<file path="src/rtl/core/stable_priority_queue_top_macros.svh">
// ---------------------------------------------------------------------------
// Stable priority queue assertion macros
// Shared concurrent assertion forms, clocked on clk_i, off during reset.
// ---------------------------------------------------------------------------
`ifndef STABLE_PRIORITY_QUEUE_TOP_MACROS_SVH
`define STABLE_PRIORITY_QUEUE_TOP_MACROS_SVH

// property holds at every edge
`define SPQ_ASSERT(lbl, prop, msg) \
  lbl: assert property (@(posedge clk_i) disable iff (!rst_ni) (prop)) else $error(msg);

// antecedent implies consequent in the next cycle
`define SPQ_ASSERT_NEXT(lbl, ante, cons, msg) \
  lbl: assert property (@(posedge clk_i) disable iff (!rst_ni) (ante) |=> (cons)) \
    else $error(msg);

`endif

</file>
<file path="src/rtl/core/spq_pkg.sv">
// ---------------------------------------------------------------------------
// Stable priority queue package
// Beat types, operation and status codes, default parameter values.
// ---------------------------------------------------------------------------
package spq_pkg;

  localparam int unsigned CapacityDef  = 16;
  localparam int unsigned DataWidthDef = 32;
  localparam int unsigned PrioWidth    = 16;

  localparam logic [1:0] OP_INSERT = 2'd0;
  localparam logic [1:0] OP_POP    = 2'd1;
  localparam logic [1:0] OP_CLEAR  = 2'd2;

  localparam logic [1:0] ST_OK    = 2'd0;
  localparam logic [1:0] ST_FULL  = 2'd1;
  localparam logic [1:0] ST_EMPTY = 2'd2;

  typedef struct packed {
    logic [1:0]           operation;
    logic [31:0]          entry_data;
    logic [PrioWidth-1:0] entry_priority;
  } spq_in_t;

  typedef struct packed {
    logic [31:0] out_data;
    logic [1:0]  status;
    logic [4:0]  occupancy;
  } spq_out_t;

endpackage

</file>
<file path="src/rtl/core/spq_store.sv">
// ---------------------------------------------------------------------------
// Stable priority queue entry store
// Single write port, single registered read port.
// ---------------------------------------------------------------------------
module spq_store import spq_pkg::*; #(
  parameter int unsigned Depth = CapacityDef,
  parameter int unsigned Width = DataWidthDef + PrioWidth
) (
  input  logic                     clk_i,
  input  logic                     we_i,
  input  logic [$clog2(Depth)-1:0] waddr_i,
  input  logic [Width-1:0]         wdata_i,
  input  logic [$clog2(Depth)-1:0] raddr_i,
  output logic [Width-1:0]         rdata_o
);

  logic [Width-1:0] mem_q [Depth];
  logic [Width-1:0] rdata_q;

  always_ff @(posedge clk_i) begin
    if (we_i) begin
      mem_q[waddr_i] <= wdata_i;
    end
    rdata_q <= mem_q[raddr_i];
  end

  assign rdata_o = rdata_q;

endmodule

</file>
<file path="src/rtl/core/stable_priority_queue_top.sv">
// ---------------------------------------------------------------------------
// Stable priority queue
// Bounded priority queue, equal priorities leave in arrival order.
// ---------------------------------------------------------------------------
// One beat is taken when start_i is high and busy_o is low; each beat yields
// exactly one result beat on result_o, marked by done_o for one cycle, and
// the receiver cannot stall it. Clear, ignored codes, an insert into a full
// queue and a pop on an empty queue return their result the next cycle
// without raising busy_o. A pop raises busy_o in its pop state and returns
// as busy_o falls. An insert walks the queue from the tail through the entry
// store and its registered read port, a read state then a compare state per
// entry, moving each entry below the new priority one place toward the tail;
// it examines at most the stored entries and returns as busy_o falls. The
// store is a ring with a head pointer, so a pop needs no shifting.
// ---------------------------------------------------------------------------
module stable_priority_queue_top import spq_pkg::*; #(
  parameter int unsigned CAPACITY   = CapacityDef,
  parameter int unsigned DATA_WIDTH = DataWidthDef
) (
  input  logic     clk_i,
  input  logic     rst_ni,
  input  logic     start_i,
  input  spq_in_t  in_i,
  output logic     busy_o,
  output logic     done_o,
  output spq_out_t result_o
);

`include "stable_priority_queue_top_macros.svh"

  localparam int unsigned AW = $clog2(CAPACITY);
  localparam int unsigned CW = $clog2(CAPACITY + 1);
  localparam int unsigned EW = DATA_WIDTH + PrioWidth;
  localparam logic [AW-1:0] LastIdx = AW'(CAPACITY - 1);

  localparam logic [2:0] S_IDLE = 3'd0;
  localparam logic [2:0] S_RD   = 3'd1;
  localparam logic [2:0] S_CMP  = 3'd2;
  localparam logic [2:0] S_PUT  = 3'd3;
  localparam logic [2:0] S_POP  = 3'd4;

  logic [2:0]            state_q, state_d;
  logic [AW-1:0]         head_q, head_d;
  logic [CW-1:0]         count_q, count_d;
  logic [CW-1:0]         left_q, left_d;
  logic [AW-1:0]         wr_ptr_q, wr_ptr_d;
  logic [AW-1:0]         rd_ptr_q, rd_ptr_d;
  logic [DATA_WIDTH-1:0] new_data_q, new_data_d;
  logic [PrioWidth-1:0]  new_prio_q, new_prio_d;
  logic                  done_q, done_d;
  spq_out_t              res_q, res_d;

  logic                  mem_we;
  logic [AW-1:0]         mem_waddr;
  logic [EW-1:0]         mem_wdata;
  logic [AW-1:0]         mem_raddr;
  logic [EW-1:0]         mem_rdata;

  logic                  accept;
  logic [AW:0]           tail_sum;
  logic [AW-1:0]         tail;
  logic [DATA_WIDTH+31:0] in_wide;
  logic [DATA_WIDTH+31:0] out_wide;
  logic [CW+4:0]         occ_wide;
  logic [DATA_WIDTH-1:0] rd_data;
  logic [PrioWidth-1:0]  rd_prio;

  function automatic logic [AW-1:0] ptr_inc(input logic [AW-1:0] p);
    return (p == LastIdx) ? '0 : p + 1'b1;
  endfunction

  function automatic logic [AW-1:0] ptr_dec(input logic [AW-1:0] p);
    return (p == '0) ? LastIdx : p - 1'b1;
  endfunction

  assign accept   = start_i && (state_q == S_IDLE);
  assign tail_sum = (AW+1)'(head_q) + (AW+1)'(count_q);
  assign tail     = (tail_sum >= (AW+1)'(CAPACITY)) ? AW'(tail_sum - (AW+1)'(CAPACITY))
                                                    : AW'(tail_sum);
  assign in_wide  = {{DATA_WIDTH{1'b0}}, in_i.entry_data};
  assign rd_data  = mem_rdata[DATA_WIDTH-1:0];
  assign rd_prio  = mem_rdata[EW-1:DATA_WIDTH];
  assign out_wide = {32'd0, rd_data};
  assign occ_wide = {5'd0, count_d};
  assign mem_raddr = (state_q == S_IDLE) ? head_q : rd_ptr_q;

  always_comb begin
    state_d    = state_q;
    head_d     = head_q;
    count_d    = count_q;
    left_d     = left_q;
    wr_ptr_d   = wr_ptr_q;
    rd_ptr_d   = rd_ptr_q;
    new_data_d = new_data_q;
    new_prio_d = new_prio_q;
    done_d     = 1'b0;
    res_d      = res_q;
    mem_we     = 1'b0;
    mem_waddr  = wr_ptr_q;
    mem_wdata  = {new_prio_q, new_data_q};

    case (state_q)
      S_IDLE: begin
        if (accept) begin
          res_d.out_data = '0;
          res_d.status   = ST_OK;
          case (in_i.operation)
            OP_INSERT: begin
              if (count_q >= CW'(CAPACITY)) begin
                done_d       = 1'b1;
                res_d.status = ST_FULL;
              end else begin
                new_data_d = in_wide[DATA_WIDTH-1:0];
                new_prio_d = in_i.entry_priority;
                wr_ptr_d   = tail;
                rd_ptr_d   = ptr_dec(tail);
                left_d     = count_q;
                state_d    = (count_q == '0) ? S_PUT : S_RD;
              end
            end
            OP_POP: begin
              if (count_q == '0) begin
                done_d       = 1'b1;
                res_d.status = ST_EMPTY;
              end else begin
                state_d = S_POP;
              end
            end
            OP_CLEAR: begin
              count_d = '0;
              done_d  = 1'b1;
            end
            default: begin
              done_d = 1'b1;
            end
          endcase
        end
      end
      S_RD: begin
        state_d = S_CMP;
      end
      S_CMP: begin
        if (rd_prio >= new_prio_q) begin
          state_d = S_PUT;
        end else begin
          mem_we    = 1'b1;
          mem_wdata = mem_rdata;
          wr_ptr_d  = rd_ptr_q;
          left_d    = left_q - 1'b1;
          if (left_q == CW'(1)) begin
            state_d = S_PUT;
          end else begin
            rd_ptr_d = ptr_dec(rd_ptr_q);
            state_d  = S_RD;
          end
        end
      end
      S_PUT: begin
        mem_we         = 1'b1;
        count_d        = count_q + 1'b1;
        done_d         = 1'b1;
        res_d.out_data = '0;
        res_d.status   = ST_OK;
        state_d        = S_IDLE;
      end
      S_POP: begin
        head_d         = ptr_inc(head_q);
        count_d        = count_q - 1'b1;
        done_d         = 1'b1;
        res_d.out_data = out_wide[31:0];
        res_d.status   = ST_OK;
        state_d        = S_IDLE;
      end
      default: begin
        state_d = S_IDLE;
      end
    endcase

    res_d.occupancy = occ_wide[4:0];
  end

  always_ff @(posedge clk_i or negedge rst_ni) begin
    if (!rst_ni) begin
      state_q <= S_IDLE;
      head_q  <= '0;
      count_q <= '0;
      left_q  <= '0;
      done_q  <= 1'b0;
    end else begin
      state_q <= state_d;
      head_q  <= head_d;
      count_q <= count_d;
      left_q  <= left_d;
      done_q  <= done_d;
    end
  end

  always_ff @(posedge clk_i) begin
    wr_ptr_q   <= wr_ptr_d;
    rd_ptr_q   <= rd_ptr_d;
    new_data_q <= new_data_d;
    new_prio_q <= new_prio_d;
    res_q      <= res_d;
  end

  spq_store #(
    .Depth(CAPACITY),
    .Width(EW)
  ) u_store (
    .clk_i  (clk_i),
    .we_i   (mem_we),
    .waddr_i(mem_waddr),
    .wdata_i(mem_wdata),
    .raddr_i(mem_raddr),
    .rdata_o(mem_rdata)
  );

  assign busy_o   = (state_q != S_IDLE);
  assign done_o   = done_q;
  assign result_o = res_q;

  `SPQ_ASSERT(a_count_bound, count_q <= CW'(CAPACITY), "occupancy above capacity")
  `SPQ_ASSERT(a_done_idle, !done_o || !busy_o, "result beat while busy")
  `SPQ_ASSERT(a_cmp_left, (state_q != S_CMP) || (left_q != '0), "insert walk past head")
  `SPQ_ASSERT_NEXT(a_pop_seq,
                   accept && (in_i.operation == OP_POP) && (count_q != '0),
                   state_q == S_POP, "pop did not enter pop state")
  `SPQ_ASSERT_NEXT(a_put_done, state_q == S_PUT,
                   done_o && (count_q == $past(count_q) + 1'b1), "insert did not complete")

endmodule
</file>
<file path="config.mk">
export PLATFORM = sky130hd
export DESIGN_NAME = stable_priority_queue_top
export DESIGN_NICKNAME = d
export VERILOG_FILES = /design/src/rtl/core/spq_pkg.sv /design/src/rtl/core/spq_store.sv /design/src/rtl/core/stable_priority_queue_top.sv
export VERILOG_INCLUDE_DIRS = /design/src /design/src/rtl/core
export SDC_FILE = /design/constraint.sdc
export NUM_CORES = 1
export LEC_CHECK = 0
export BUFFER_PORTS_ARGS = -buffer_cell sky130_fd_sc_hd__clkbuf_2
export CAP_MARGIN = 10
export CORE_ASPECT_RATIO = 0.5
export CORE_MARGIN = 2
export CORE_UTILIZATION = 50
export CTS_CLUSTER_SIZE = 28
export DETAILED_ROUTE_END_ITERATION = 8
export PLACE_DENSITY_LB_ADDON = 0.05
export RECOVER_POWER = 25
export SLEW_MARGIN = 30
export SYNTH_ARGS = -nofsm -noshare
export SYNTH_HDL_FRONTEND = slang
export SYNTH_SLANG_ARGS = --single-unit
</file>
<file path="constraint.sdc">
create_clock -name clk_i -period 5.7 [get_ports clk_i]
set_clock_uncertainty 0.2 [all_clocks]
set_input_delay 0 -clock clk_i [delete_from_list [all_inputs] [get_ports clk_i]]
set_output_delay 0 -clock clk_i [all_outputs]
set_load 0.005 [all_outputs]
</file>
==> impl_metrics.json, run 1 <==
{
  "run_status": "finished with violations",
  "violations": "max-capacitance violations, max-slew violations",
  "cts_tree": "built",
  "place_congestion": 0.754,
  "start_util_pct": 50.7,
  "hold_class": "in2reg",
  "synth_edf_count": 858,
  "r2r_end": "new_data_q[24]$_DFFE_PP_",
  "synth_top_family_by_area": "compound AO/OA/AOI/OAI gates",
  "slew_violations": 42,
  "num_vias": 22500,
  "routed_wl_um": 93700,
  "cts_resized": 0,
  "hold_depth": 4,
  "fin_crit_sh_pct": 82.6,
  "power_density_nw_per_um2": 541,
  "r2r_start": "state_q[2]$_DFFE_PN0P_",
  "setup_tns_ps": 0,
  "dr.pass1.iters": 5,
  "synth.distinct_cells": 54,
  "syn_nets": 2632,
  "relSlewSlack_pct": -7.75,
  "min_period_ps": 4710,
  "drc_errors": 0,
  "fillCellCount": 5796,
  "peakVddDrop_mv": 0.419,
  "grt_max_degree": 90,
  "gr-usage-met1_pct": 36.8,
  "min_from": "start_i",
  "rows": 70,
  "dieWidth_um": 390,
  "n_antenna_cell": 0,
  "drive_above_1_share_pct": 13.9,
  "synthAdderAreaFrac_pct": 1.05,
  "start_kind": "flop",
  "postCtsSetupRepairBufs": 0,
  "worst_slew_pin_slew_ps": 1620,
  "insertion_delay_ps": 660,
  "critPathMaxFanout": 41,
  "synth-compound-area-share_pct": 11.4,
  "synth_xor_xnor_area_share_pct": 0.165,
  "hold_viol_final": 0,
  "rr_worst_depth": 4,
  "netlist_area_sq_um": 37200,
  "fp.dieH_um": 197,
  "ant_nets": 0,
  "cts_buffers": 81,
  "yosys.area_share.simple_pct": 9.44,
  "dpl-instance-area_sq_um": 38900,
  "crit_type": "reg2reg",
  "drt_iter0_markers": 2119,
  "synth_warnings": 0,
  "die_area_sq_um": 76700,
  "final-setup-viol-count": 0,
  "grt_pass1_wl_um": 140000,
  "synth-async-reset-ratio_pct": 1.94,
  "multi_input_area_sq_um": 9000,
  "hpwl_um": 49700,
  "clockRootBuffer": "clkbuf_16",
  "r2r_setup_slack_ps": 990,
  "rsz0062_at_grt": "no",
  "ys.flop_type": "edfxtp_1",
  "yosys_register_bits": 929,
  "coreArea_sq_um": 73300,
  "syn_area_per_cell_sq_um": 14.6,
  "use_met3_pct": 4.20,
  "muxShareOfSynthArea_pct": 1.59,
  "drv_cap": 1,
  "crit_arrival_ps": 4790,
  "grt_antenna_before_repair": 2,
  "final-seq-area_sq_um": 27300,
  "worstPathRequired_ps": 5780,
  "fmaxAchievable_mhz": 212,
  "syn_inst": 2549,
  "holdPathEnd": "state_q[0]$_DFFE_PN0P_",
  "fin_area_sq_um": 42600,
  "p_leak_nw": 14.9,
  "synth_seq_area_share_pct": 73.4,
  "clock_sinks": 929,
  "gr-max-usage-layer": "met2",
  "clk_pin_slew_worst_paths_ps": 70,
  "overflow": 0,
  "grt_usage_pct": 24.6,
  "cts.path.max_buffers": 3,
  "finalNetCount": 2799,
  "area_growth_syn_to_layout_pct": 14.5,
  "numPortBuffers": 93,
  "cp-end-kind": "flop",
  "htree_levels": 3,
  "wl_per_cell_um": 25.0,
  "vias_per_cell": 5.99,
  "pin_count": 94,
  "use_met2_pct": 37.6,
  "grt_pass1_vias": 21900
}
cell usage after synthesis (7+ instances only):
| master | number | share of area, % |
|---|---|---|
| dfrtp_1 | 18 | 1.2 |
| o21ai_0 | 18 | 0.24 |
| mux2_2 | 48 | 1.5 |
| nor3_1 | 13 | 0.17 |
| buf_4 | 13 | 0.26 |
| edfxtp_1 | 858 | 69 |
| and3_1 | 224 | 3.8 |
| nor2_1 | 33 | 0.33 |
| a21oi_1 | 22 | 0.30 |
| a211oi_1 | 109 | 2.2 |
| dfxtp_1 | 53 | 2.9 |
| buf_2 | 58 | 0.78 |
| a211oi_2 | 84 | 2.8 |
| buf_6 | 21 | 0.64 |
| a22oi_1 | 97 | 2.0 |
| a31oi_1 | 196 | 3.3 |
| clkbuf_1 | 85 | 0.86 |
| inv_1 | 35 | 0.35 |
| buf_1 | 7 | 0.071 |
| ha_1 | 28 | 0.94 |
| nand2_1 | 466 | 4.7 |
state kept, by name, summed over array words and instances, names as in the netlist:
name and flops:
u_store.mem_q 768, u_store.rdata_o 48, result_o 39, new_data_q 32, new_prio_q 16, count_q 5
left_q 5, head_q 4, mem_waddr 4, rd_ptr_q 4, state_q 3, done_o 1
worst max-delay path, cell delays in order (launching register included):
cell      delay, ps
dfrtp_1         990
nor3_1         1350
nand3_1         490
inv_1           530
clkbuf_2        700
stage by stage:
| step | worst slack (ps) | power (mW) | utilization (%) | hold WS, ps | cells |
|---|---|---|---|---|---|
| floorplan | 930 | 14.7 | - | -496 | 2549 |
| global placement | 800 | 17.4 | 53.0 | -209 | 3496 |
| detailed placement | 1200 | 17.5 | 53.1 | -212 | 3498 |
| CTS | 1180 | 23.2 | 58.1 | 38.8 | 3751 |
| global route | 526 | 24.3 | 58.1 | 91.1 | 3753 |
| finish | 992 | 23.0 | 58.1 | 78.2 | 3753 |
worst max path at each step:
stage	startpoint	to	slack (ps)	cells past startpoint
floorplan	new_prio_q[0]$_DFFE_PP_	u_store.mem_q[11][0]$_DFFE_PP_	930	8
global placement	new_prio_q[0]$_DFFE_PP_	u_store.mem_q[13][36]$_DFFE_PP_	800	8
detailed placement	new_prio_q[0]$_DFFE_PP_	u_store.mem_q[13][36]$_DFFE_PP_	1200	8
CTS	new_prio_q[0]$_DFFE_PP_	u_store.mem_q[13][36]$_DFFE_PP_	1180	8
global route	state_q[2]$_DFFE_PN0P_	new_data_q[24]$_DFFE_PP_	530	4
finish	state_q[2]$_DFFE_PN0P_	new_data_q[24]$_DFFE_PP_	990	4
logic make-up after synthesis:
logic type	after synthesis
AO/OA/AOI/OAI	550
buffers and inverters	220
adder cells (fa/ha/maj)	30
multiplexers	53
flip-flops	929
AND/OR/NAND/NOR	760
XOR/XNOR	7
report_power, final:
group	internal, mW	switching, mW	leakage, nW	total [mW]
clock network	3.14	2.47	1.29	5.61
logic	2.84	5.97	5.20	8.82
registers	8.28	0.327	8.43	8.60
total	14.3	8.77	14.9	23.0
cell usage in the layout, fill, tap and decap left out, types with 18 or more instances in the layout:
cell type,instances
o21ai_0,18
mux2_2,31
and3_1,224
buf_4,42
a31oi_1,195
ha_1,28
dfxtp_1,53
buf_12,24
dlygate4sd3_1,105
a22oi_1,97
a211oi_1,109
clkbuf_16,84
clkbuf_2,63
inv_1,35
clkbuf_1,55
nand2_1,466
dfrtp_1,18
a211oi_2,84
edfxtp_1,858
a21oi_1,22
repair_timing:
item                                    in CTS  in global routing
endpoints found under the hold margin      103                 18
endpoints found under the setup margin       0                  0
hold buffers                               105                  1
routing by layer:
metal | up-vias | part of all wire, %
met5 | - | 0
met4 | 0 | 1.9
met3 | 125 | 6.2
li1 | 10200 | -
met2 | 673 | 45
met1 | 11500 | 47
area by class of cell:
type | count | area share (%)
multi-input combinational | 1400 | 21.1
inverter | 35 | 0.309
sequential | 929 | 64.1
timing repair buffer | 269 | 5.41
clock inverter | 41 | 1.01
tap | 972 | 2.86
clock buffer | 107 | 5.19
Note: power is estimated with default switching activity, not from simulation.
==> run 2: changes to the inputs <==
==> constraint.sdc (replaced) <==
create_clock -name clk_i -period 4.8 [get_ports clk_i]
set_clock_uncertainty 0.2 [all_clocks]
set_input_delay 0 -clock clk_i [delete_from_list [all_inputs] [get_ports clk_i]]
set_output_delay 0 -clock clk_i [all_outputs]
set_load 0.005 [all_outputs]
==> run 2 against run 1 <==
Against the previous run:
- power grew 19%
- clock power increased by 23%
- worst hold slack worse by 16 ps
- fmax up 14%
- the flow still finishes with violations (max-capacitance violations, max-slew violations)
- via count is 1.8% higher
- largest cell class unchanged
- critical path depth grew 4
- sequential cell count did not move
- final area grew 0.66%
- global-route usage rose by 1.3 points
- utilization up 0.38 points
- die area unchanged
==> impl_metrics.json, run 2 (synthesized netlist as in run 1, its figures left out) <==
{
  "finalNetCount": 2804,
  "clockRootBuffer": "clkbuf_16",
  "place_congestion": 0.766,
  "drt-met1-wl_um": 46900,
  "fillCellCount": 5726,
  "cp-end-kind": "flop",
  "crit_arrival_ps": 4230,
  "dpl.cell_count": 3503,
  "peakVddDrop_mv": 0.523,
  "final_cell_mix": "edfxtp_1 (858), nand2_1 (465), and3_1 (224)",
  "power.total_mw": 27.4,
  "top_layer": "met4",
  "cts_tree": "built",
  "drc_errors": 0,
  "holdWs_ps": 62.1,
  "dieWidth_um": 390,
  "wl_per_cell_um": 26.2,
  "clock_sinks": 929,
  "hold_class": "in2reg",
  "drt_iter0_markers": 2307,
  "largest_reg_flops": 768,
  "grt_antenna_before_repair": 2,
  "num_vias": 22900,
  "setup_tns_ps": 0,
  "min_from": "start_i",
  "violations": "max-capacitance violations, max-slew violations",
  "relSlewSlack_pct": -33.4,
  "ant_nets": 0,
  "holdPathEnd": "state_q[0]$_DFFE_PN0P_",
  "hpwl_um": 48800,
  "hold_depth": 4,
  "grt_pass1_vias": 21800,
  "stdcell_count": 3762,
  "final-seq-area_sq_um": 27300,
  "hold_viol_final": 0,
  "start_kind": "flop",
  "rr_worst_depth": 8,
  "final-setup-viol-count": 0,
  "multi_input_area_sq_um": 8990,
  "clk_pin_slew_worst_paths_ps": 70,
  "r2r_setup_slack_ps": 680,
  "cts.path.max_buffers": 3,
  "fin_area_sq_um": 42800,
  "overflow": 0,
  "worst_slew_pin_slew_ps": 2000,
  "drive_above_1_share_pct": 14.6,
  "drv_cap": 2,
  "slew_violations": 51,
  "met2WireLength_um": 43700,
  "die_area_sq_um": 76700,
  "grt_max_degree": 188,
  "fmaxAchievable_mhz": 242,
  "vias_per_cell": 6.08,
  "area_growth_syn_to_layout_pct": 15.2,
  "fin_crit_sh_pct": 85.9,
  "worstPathRequired_ps": 4910,
  "final_common_cell": "edfxtp_1",
  "r2r_end": "u_store.mem_q[9][19]$_DFFE_PP_",
  "grt_pass1_wl_um": 146000,
  "routed_wl_um": 98400,
  "grt_usage_pct": 25.8,
  "dr.pass1.iters": 5,
  "run_status": "finished with violations",
  "r2r_start": "new_prio_q[0]$_DFFE_PP_",
  "crit_type": "reg2reg",
  "power_density_nw_per_um2": 640,
  "fp.dieH_um": 197,
  "critPathMaxFanout": 18,
  "p_leak_nw": 15.0,
  "regMostFlops": "u_store.mem_q",
  "rows": 70,
  "dr_wl_met3_um": 6450,
  "pin_count": 94,
  "cts_buffers": 82,
  "rsz0062_at_grt": "no",
  "insertion_delay_ps": 660,
  "min_period_ps": 4120,
  "start_util_pct": 50.7,
  "coreArea_sq_um": 73300,
  "htree_levels": 3,
  "numPortBuffers": 93,
  "dpl-instance-area_sq_um": 39100
}
## run 2: cell types whose count changed in the layout (fill, tap and decap cells not counted), sizes merged
| cell | change |
|---|---|
| diode | +1 |
| buf | +3 |
| clkinv | -6 |
| clkbuf | +8 |
| clkinvlp | +3 |
## run 2: report_power, final
part | switching [mW] | internal (mW)
Combinational | 6.97 | 3.31
Sequential | 0.423 | 9.83
Clock | 2.96 | 3.93
Total | 10.4 | 17.1
## run 2: how the worst max path moves through the flow
| stage | depth (start not counted) | startpoint | to | slack [ps] |
|---|---|---|---|---|
| 6_report | 8 | new_prio_q[0]$_DFFE_PP_ | u_store.mem_q[9][19]$_DFFE_PP_ | 680 |
| 5_1_grt | 5 | state_q[1]$_DFFE_PN0P_ | result_o[36]$_DFFE_PP_ | 450 |
| 4_1_cts | 9 | new_prio_q[0]$_DFFE_PP_ | u_store.mem_q[12][4]$_DFFE_PP_ | 1000 |
| 3_5_place_dp | 9 | new_prio_q[0]$_DFFE_PP_ | u_store.mem_q[12][4]$_DFFE_PP_ | 1030 |
| 3_3_place_gp | 9 | new_prio_q[0]$_DFFE_PP_ | u_store.mem_q[12][4]$_DFFE_PP_ | 1000 |
| 2_1_floorplan | 8 | new_prio_q[0]$_DFFE_PP_ | u_store.mem_q[11][0]$_DFFE_PP_ | 30 |
## run 2: critical path, stage by stage (launching register included)
cell and delay (ps):
edfxtp_1 390, ha_1 290, nand2b_1 140, a2111o_1 410, a31oi_1 430, clkbuf_1 200
nand3_1 300, clkbuf_2 640, mux2_1 740
## run 2: repair_timing
action,4_1_cts,5_1_grt
buffers inserted,0,0
endpoints found under the hold margin,97,18
hold buffers,105,1
gates resized for setup,0,0
setup endpoints to repair,0,0
## run 2: metal layers
| metal | GRT usage, % | up-vias |
|---|---|---|
| met3 | 3.63 | 107 |
| met5 | 0 | - |
| li1 | - | 10200 |
| met4 | 5.41 | 0 |
| met1 | 40.5 | 11800 |
| met2 | 38.5 | 831 |
## run 2: cell type report
class / count / share of cell area [%]
sequential: 929 / 63.7
multi-input combinational: 1400 / 21.0
timing repair buffer: 273 / 5.73
clock buffer: 114 / 5.50
tap: 972 / 2.84
clock inverter: 38 / 0.967
inverter: 35 / 0.307
antenna: 1 / 0.00584
## run 2: metrics by stage
stage / setup WS (ps) / util (%)
2_1_floorplan: 29.5 / -
3_3_place_gp: 998 / 53.3
3_5_place_dp: 1030 / 53.3
4_1_cts: 997 / 58.5
5_1_grt: 455 / 58.4
6_report: 675 / 58.4
